$ cat config.mk
export PLATFORM = sky130hd
export DESIGN_NAME = crc_protected_register_frame_codec
export DESIGN_NICKNAME = d
export VERILOG_FILES = /design/src/hdl/cpfc_pkg.sv /design/src/hdl/crc_protected_register_frame_codec.sv
export SDC_FILE = /design/constraint.sdc
export NUM_CORES = 1
export LEC_CHECK = 0
export ABC_AREA = 1
export BUFFER_PORTS_ARGS = -buffer_cell sky130_fd_sc_hd__buf_2
export CAP_MARGIN = 30
export CORE_MARGIN = 2
export CORE_UTILIZATION = 30
export DETAILED_ROUTE_END_ITERATION = 8
export GPL_ROUTABILITY_DRIVEN = 0
export PLACE_DENSITY = 0.5
export SYNTH_ARGS = -nofsm -noshare
export SYNTH_HDL_FRONTEND = slang
export SYNTH_SLANG_ARGS = --single-unit
$ cat constraint.sdc
create_clock -name clk_i -period 3.5 [get_ports clk_i]
set_input_delay 0.7 -clock clk_i [delete_from_list [all_inputs] [get_ports clk_i]]
set_output_delay 0.7 -clock clk_i [all_outputs]
set_load 0.005 [all_outputs]
$ cat src/hdl/cpfc_pkg.sv
package cpfc_pkg;

  localparam int unsigned AddrW   = 7;
  localparam int unsigned ValueW  = 11;
  localparam int unsigned CwW     = 16;
  localparam int unsigned CrcW    = 3;
  localparam int unsigned DataW   = 24;
  localparam int unsigned DivW    = DataW + CrcW;
  localparam int unsigned InDataW = 40;
  localparam int unsigned OutDataW = 40;

  localparam logic [1:0] FillBits = 2'b11;

  typedef enum logic {
    OP_WRITE = 1'b0,
    OP_READ  = 1'b1
  } op_e;

  typedef struct packed {
    logic [InDataW-AddrW-ValueW-CwW-1:0] pad;
    logic [CwW-1:0]                      read_codeword;
    logic [ValueW-1:0]                   write_value;
    logic [AddrW-1:0]                    target_reg;
  } in_data_t;

  typedef struct packed {
    logic [OutDataW-8-CwW-ValueW-1-1:0] pad;
    logic                               crc_ok;
    logic [ValueW-1:0]                  read_value;
    logic [CwW-1:0]                     frame_word;
    logic [7:0]                         addr_byte;
  } out_data_t;

  // x^k mod (x^3 + x + 1) repeats with period 7
  localparam logic [CrcW-1:0] XPowRem [7] = '{
    3'd1, 3'd2, 3'd4, 3'd3, 3'd6, 3'd7, 3'd5
  };

  function automatic logic [CrcW-1:0] crc3_rem(input logic [DivW-1:0] w);
    logic [CrcW-1:0] r;
    r = '0;
    for (int k = 0; k < DivW; k++) begin
      if (w[k]) begin
        r = r ^ XPowRem[k % 7];
      end
    end
    return r;
  endfunction

endpackage

$ cat src/hdl/crc_protected_register_frame_codec.sv
// Transfers pass the input register, then the result register. Throughput:
// one item per cycle while the master side accepts; the two registers form
// a two-stage pipeline, each stage advancing when the stage after it is free.
// Reset (rst_ni low, asynchronous): both stages empty, device address 0.
module crc_protected_register_frame_codec (
  input  logic                     clk_i,
  input  logic                     rst_ni,
  input  logic                     s_axis_tvalid,
  output logic                     s_axis_tready,
  // target_reg, write_value, read_codeword, zero fill
  input  logic [cpfc_pkg::InDataW-1:0]  s_axis_tdata,
  // op
  input  logic                     s_axis_tuser,
  output logic                     m_axis_tvalid,
  input  logic                     m_axis_tready,
  // addr_byte, frame_word, read_value, crc_ok, zero fill
  output logic [cpfc_pkg::OutDataW-1:0] m_axis_tdata,
  input  logic                     cfg_valid_i,
  output logic                     cfg_ready_o,
  input  logic [cpfc_pkg::AddrW-1:0]    cfg_data_i
);
  import cpfc_pkg::*;

  logic [AddrW-1:0] dev_addr_q;
  logic             in_valid_q;
  in_data_t         in_data_q;
  op_e              in_op_q;
  logic             out_valid_q;
  out_data_t        out_data_q, out_data_d;
  logic             out_adv;
  logic             in_adv;
  logic [DivW-1:0]  div_word;
  logic [CrcW-1:0]  rem;

  assign cfg_ready_o   = 1'b1;
  assign out_adv       = !out_valid_q || m_axis_tready;
  assign s_axis_tready = !in_valid_q || out_adv;
  assign in_adv        = s_axis_tvalid && s_axis_tready;

  always_ff @(posedge clk_i or negedge rst_ni) begin
    if (!rst_ni) begin
      dev_addr_q <= '0;
    end else if (cfg_valid_i) begin
      dev_addr_q <= cfg_data_i;
    end
  end

  always_ff @(posedge clk_i or negedge rst_ni) begin
    if (!rst_ni) begin
      in_valid_q  <= 1'b0;
      out_valid_q <= 1'b0;
    end else begin
      if (s_axis_tready) begin
        in_valid_q <= s_axis_tvalid;
      end
      if (out_adv) begin
        out_valid_q <= in_valid_q;
      end
    end
  end

  always_ff @(posedge clk_i) begin
    if (in_adv) begin
      in_data_q <= in_data_t'(s_axis_tdata);
      in_op_q   <= op_e'(s_axis_tuser);
    end
    if (out_adv && in_valid_q) begin
      out_data_q <= out_data_d;
    end
  end

  always_comb begin
    if (in_op_q == OP_WRITE) begin
      div_word = {in_data_q.target_reg, 1'b0, in_data_q.write_value[10:3], 5'b0,
                  in_data_q.write_value[2:0], 3'b0};
    end else begin
      div_word = {8'b0, in_data_q.read_codeword[15:8], 5'b0,
                  in_data_q.read_codeword[7:5], in_data_q.read_codeword[2:0]};
    end
    rem = crc3_rem(div_word);

    out_data_d = '0;
    if (in_op_q == OP_WRITE) begin
      out_data_d.addr_byte  = {^dev_addr_q, in_data_q.target_reg};
      out_data_d.frame_word = {in_data_q.write_value, FillBits, rem};
    end else begin
      out_data_d.read_value = in_data_q.read_codeword[15:5];
      out_data_d.crc_ok     = (rem == '0);
    end
  end

  assign m_axis_tvalid = out_valid_q;
  assign m_axis_tdata  = out_data_q;

endmodule

* Word level (Yosys, flattened, before mapping)
Index checks and enable logic that the tools add are counted.
Storage, ports and cells: input bits 53, output and inout bits 43, latch bits 0, memories 0, logic and storage cells 75, bits in read-only memories 0, memory bits (writable) 0, register bits 80
Operators by class: shifts and indexed selects 0, reduce and logical (&&, ||, !) cells 8, order comparisons 0, muxes and demuxes 29, multiply operators 0, divide/modulo/power cells 0, bitwise logic cells 26, equality and inequality tests 0, add/subtract/negate cells 0
Operators with widths (number):
- 3-bit 2-to-1 mux | 15
- 27-bit 2-to-1 mux | 1
- 2-bit NOT | 11
- 2-bit 2-to-1 mux | 8
- 13-bit 2-to-1 mux | 1
- 3-bit NOT | 4
- 1-bit NOT | 9
- 7-bit XOR reduction | 1
- 1-bit 2-to-1 mux | 4
- 3-bit zero test | 1
- 1-bit logical AND | 2
- 1-bit zero test | 2
- 1-bit logical OR | 2
- 1-bit NOT, first input constant | 2

* Logic depth before layout (Yosys ltp)
word-level depth 47, mapped depth 15, mapped depth without buffers 15

* Least setup slack after synthesis
OpenSTA, ideal clock, no wires.
path kind input-to-reg, from input m_axis_tready, to register out_data_q, in the netlist m_axis_tdata[0], enable pin, buffers on the path 0, arrival 2.471 ns, data required time 3.061 ns, library setup time 0.439 ns, stages 2, path slack 0.590 ns, cells stage by stage inv_1 -> a21oi_1
Between the ends: word-level cells in the longest chain between the ends 2
Ends and longest elaborated chain:
- start: declaration | RTL line crc_protected_register_frame_codec.sv:15 | input logic m_axis_tready,
- 1-bit logical OR | RTL line crc_protected_register_frame_codec.sv:36 | assign out_adv = !out_valid_q || m_axis_tready;
- 1-bit logical AND | RTL line crc_protected_register_frame_codec.sv:67 | if (out_adv && in_valid_q) begin
- end signal: assignment | RTL line crc_protected_register_frame_codec.sv:68 | out_data_q <= out_data_d;
- end: declaration | RTL line crc_protected_register_frame_codec.sv:29 | out_data_t out_data_q, out_data_d;
Every way passes these cells. A chain may end at the register's enable or synchronous reset.

* Final worst setup path
from register in_op_q, to register out_data_q, in the netlist m_axis_tdata[35] (data pin)
Between the ends: word-level cells in the longest chain between the ends 43, elaborated cells on any way between the ends 53, those cells by class mux (28); bitwise (24); reduce/logical (1)
Ends and longest elaborated chain:
- start: declaration | RTL line crc_protected_register_frame_codec.sv:27 | op_e in_op_q;
- start signal: assignment | RTL line crc_protected_register_frame_codec.sv:65 | in_op_q <= op_e'(s_axis_tuser);
- 27-bit 2-to-1 mux | RTL line crc_protected_register_frame_codec.sv:73 | if (in_op_q == OP_WRITE) begin
- 1-bit 2-to-1 mux | RTL line cpfc_pkg.sv:43 | if (w[k]) begin
- 2-bit 2-to-1 mux | RTL line cpfc_pkg.sv:43
- 3-bit 2-to-1 mux | RTL line cpfc_pkg.sv:43
- 2-bit NOT (no line)
- 2-bit 2-to-1 mux | RTL line cpfc_pkg.sv:43
- 3-bit 2-to-1 mux | RTL line cpfc_pkg.sv:43
- 3-bit NOT (no line)
- [... 27 more ...]
- 2-bit 2-to-1 mux | RTL line cpfc_pkg.sv:43
- 3-bit 2-to-1 mux | RTL line cpfc_pkg.sv:43
- 2-bit NOT (no line)
- 2-bit 2-to-1 mux | RTL line cpfc_pkg.sv:43
- 3-bit 2-to-1 mux | RTL line cpfc_pkg.sv:43
- 3-bit NOT (no line)
- 3-bit 2-to-1 mux | RTL line cpfc_pkg.sv:43
- 3-bit zero test | RTL line crc_protected_register_frame_codec.sv:88 | out_data_d.crc_ok = (rem == '0);
Several ways; a longest one is shown, not always the timed one.

==> results.yml <==
timing:
  drv_slew: 0
  hold_viol: 0
  max_slew_margin_pct: 54.9
  finalSetupTns_ns: 0
  whs_ns: 0.197
  rsz0062_at_grt: "no"
  finalCritPeriodShare_pct: 63.0
  skew_ns: 0.00277
  setup-violations-final: 0
  max_slew.worst_pin.slew_ns: 0.674
  fmax_mhz: 453
  final.min_clock_period_ns: 2.21
detailed_routing:
  drt_iter0_markers: 92
  wl_per_cell_um: 11.9
  vias: 2234
  drc: 0
  drtPass1Iterations: 4
  drtAntennaViolNets: 0
  via_per_inst: 4.13
  routed_wl_mm: 6.45
final_layout:
  fin_area_um2: 4030
  diodes: 0
  syn_to_final_growth_pct: 21.2
  layout-drive-gt1-share_pct: 25.9
  fin_nets: 449
  final_core_utilization_pct: 37.2
floorplanning:
  die_width_um: 109
  core_area_um2: 10800
  core.rowCount: 38
  start_util_pct: 30.7
  dieHeight_um: 109
  io_pins: 96
  dieArea_um2: 11900
clock_tree:
  cts.sinks: 77
  cts_resized: 0
  cts_inserted_buffers: 9
  cts.htree.levels: 3
  cts-root-buf: "clkbuf_8"
  clk_pin_slew_worst_paths_ns: 0.07
  ctsHoldBuffers: 0
  cts_tree: "done"
  cts_setup_buffers: 0
  clk_path_buf_depth: 2
  clock_latency_ns: 0.35
worst_setup_path:
  reg2regPathDepth: 12
  path_depth: 12
  critPathLaunchType: "flip-flop"
  arrival_ns: 2.32
  crit_top_cell: "nand2_1"
  crit_buf_inv: 2
  criticalPathCategory: "flip-flop to flip-flop"
  critPathTopFamily: "simple AND/OR/NAND/NOR gates"
  cp_max_fo: 32
  slowest_stage: "edfxtp_1"
  cpPeakStageDelay_ns: 0.56
  worstSetupEndpointType: "flip-flop"
  required_ns: 3.61
  crit_path_cell_trace: "buf_4 -> nor2_1 -> nor2_1 -> nand2_1 -> nand2_1 -> nand3_1 -> nand2_1 -> inv_1 -> nand3_1 -> nand2_1 -> nand2_1 -> nor2_1"
power:
  vdd_drop_max_uv: 136
  powerDensity_nw_per_um2: 500
  leakage_nw: 1.91
synth:
  synth_area_leaders: "edfxtp_1 (61%), nand2_1 (10%), dfrtp_1 (6.8%)"
  synth_area_um2: 3330
  synth.most_common_cell: "nand2_1"
  synth_flop_cell: "edfxtp_1"
  synth.top_cell.area_share_pct: 61.4
  syn_area_per_cell_um2: 10.8
  synth_area_leader_cell: "edfxtp_1"
  synthCells: 308
  ys_ff_latch: 77
  yosysSeqAreaShare_pct: 68.1
  synth.distinct_cells: 21
  synthTopCellsByCount: "nand2_1 (92), edfxtp_1 (68), inv_1 (43)"
  synth-edff-count: 68
  synth_async_sr_flop_share_pct: 11.7
  yosys_warnings: 0
placement:
  port_buffers: 82
  place_area_um2: 3880
  dpl.hpwl_mm: 4.79
job:
  cap_viol_max_count: 0
global_routing:
  antenna_found_initial: 0
  grt_overflow: 0
  grt.busiest_layer: "met2"
  met1_usage_pct: 14.9
  grt_util_met2_pct: 18.4
  gr-usage-met3_pct: 3.97
  grt_max_degree: 34
  grt_pass1_vias: 2150
  grt_pass1_wl_mm: 10.3
  grtUsageTotal_pct: 12.0
worst_hold_path:
  hp-class: "input port to async pin"
status:
  status: "finished clean"
==> kinds of logic after synthesis <==
kind of cell,after synthesis,synth area share [%]
buffers and inverters,55,7.37
AO/OA/AOI/OAI,14,2.18
XOR/XNOR,7,1.84
other,2,0.226
flip-flops,77,68.1
multiplexers,7,2.37
AND/OR/NAND/NOR,146,17.9
==> power breakdown <==
group / leakage, nW / internal, mW / switching, mW
Clock: 0.0745 / 0.249 / 0.298
Sequential: 0.766 / 1.11 / 0.0301
Combinational: 1.07 / 0.130 / 0.201
Total: 1.91 / 1.49 / 0.529
==> layout by cell type (no fill, tap or decap), drive strengths merged <==
master,netlist,layout
nand2,92,92
buf,11,86
edfxtp,68,68
inv,43,43
nand3,28,28
nor2,23,23
clkbuf,1,12
o21ai,10,10
dfrtp,9,9
mux2,7,7
xnor2,5,5
conb,2,5
clkinv,0,4
a21oi,3,3
xor2,2,2
o211ai,1,1
or2,1,1
nand4,1,1
nand3b,1,1
==> stage by stage <==
step	std cells	setup WS, ns	total power, mW
after global routing	541	0.966	2.15
final	541	1.29	2.02
after detailed placement	525	1.28	1.50
after floorplan	311	0.590	1.37
after CTS	541	1.26	2.05
after global placement	525	1.28	1.49
==> sequential cells by signal, summed over array words and instances, names as in the netlist <==
register	count
dev_addr_q	7
in_data_q	32
in_op_q	1
in_valid_q	1
m_axis_tdata	35
m_axis_tvalid	1
==> routing by layer <==
metal,vias to the layer above,part of all wire [%]
li1,1173,-
met2,57,46
met3,13,5.4
met4,0,2.8
met5,-,0
met1,991,46
==> cell type report <==
type / instances / area, um^2
multi-input cells: 179 / 837
clock inverters: 4 / 15.0
inverters: 43 / 161
fillers: 1113 / 6810
repair buffers: 86 / 440
well taps: 140 / 175
flip-flops and latches: 77 / 2270
clock buffers: 12 / 135
==> worst paths after layout <==
| path | from | to | slack [ns] |
|---|---|---|---|
| setup reg to reg | in_op_q | m_axis_tdata[35] | 1.29 |
| setup / recovery | in_op_q | m_axis_tdata[35] | 1.29 |
| hold reg to reg | in_valid_q | m_axis_tvalid | 0.52 |
| min in group clk_i | in_valid_q | m_axis_tvalid | 0.52 |
| hold / removal | rst_ni | m_axis_tvalid | 0.20 |
| max in group asynchronous | rst_ni | dev_addr_q[4] | 3.12 |
Power figures use the tool's default switching activity.
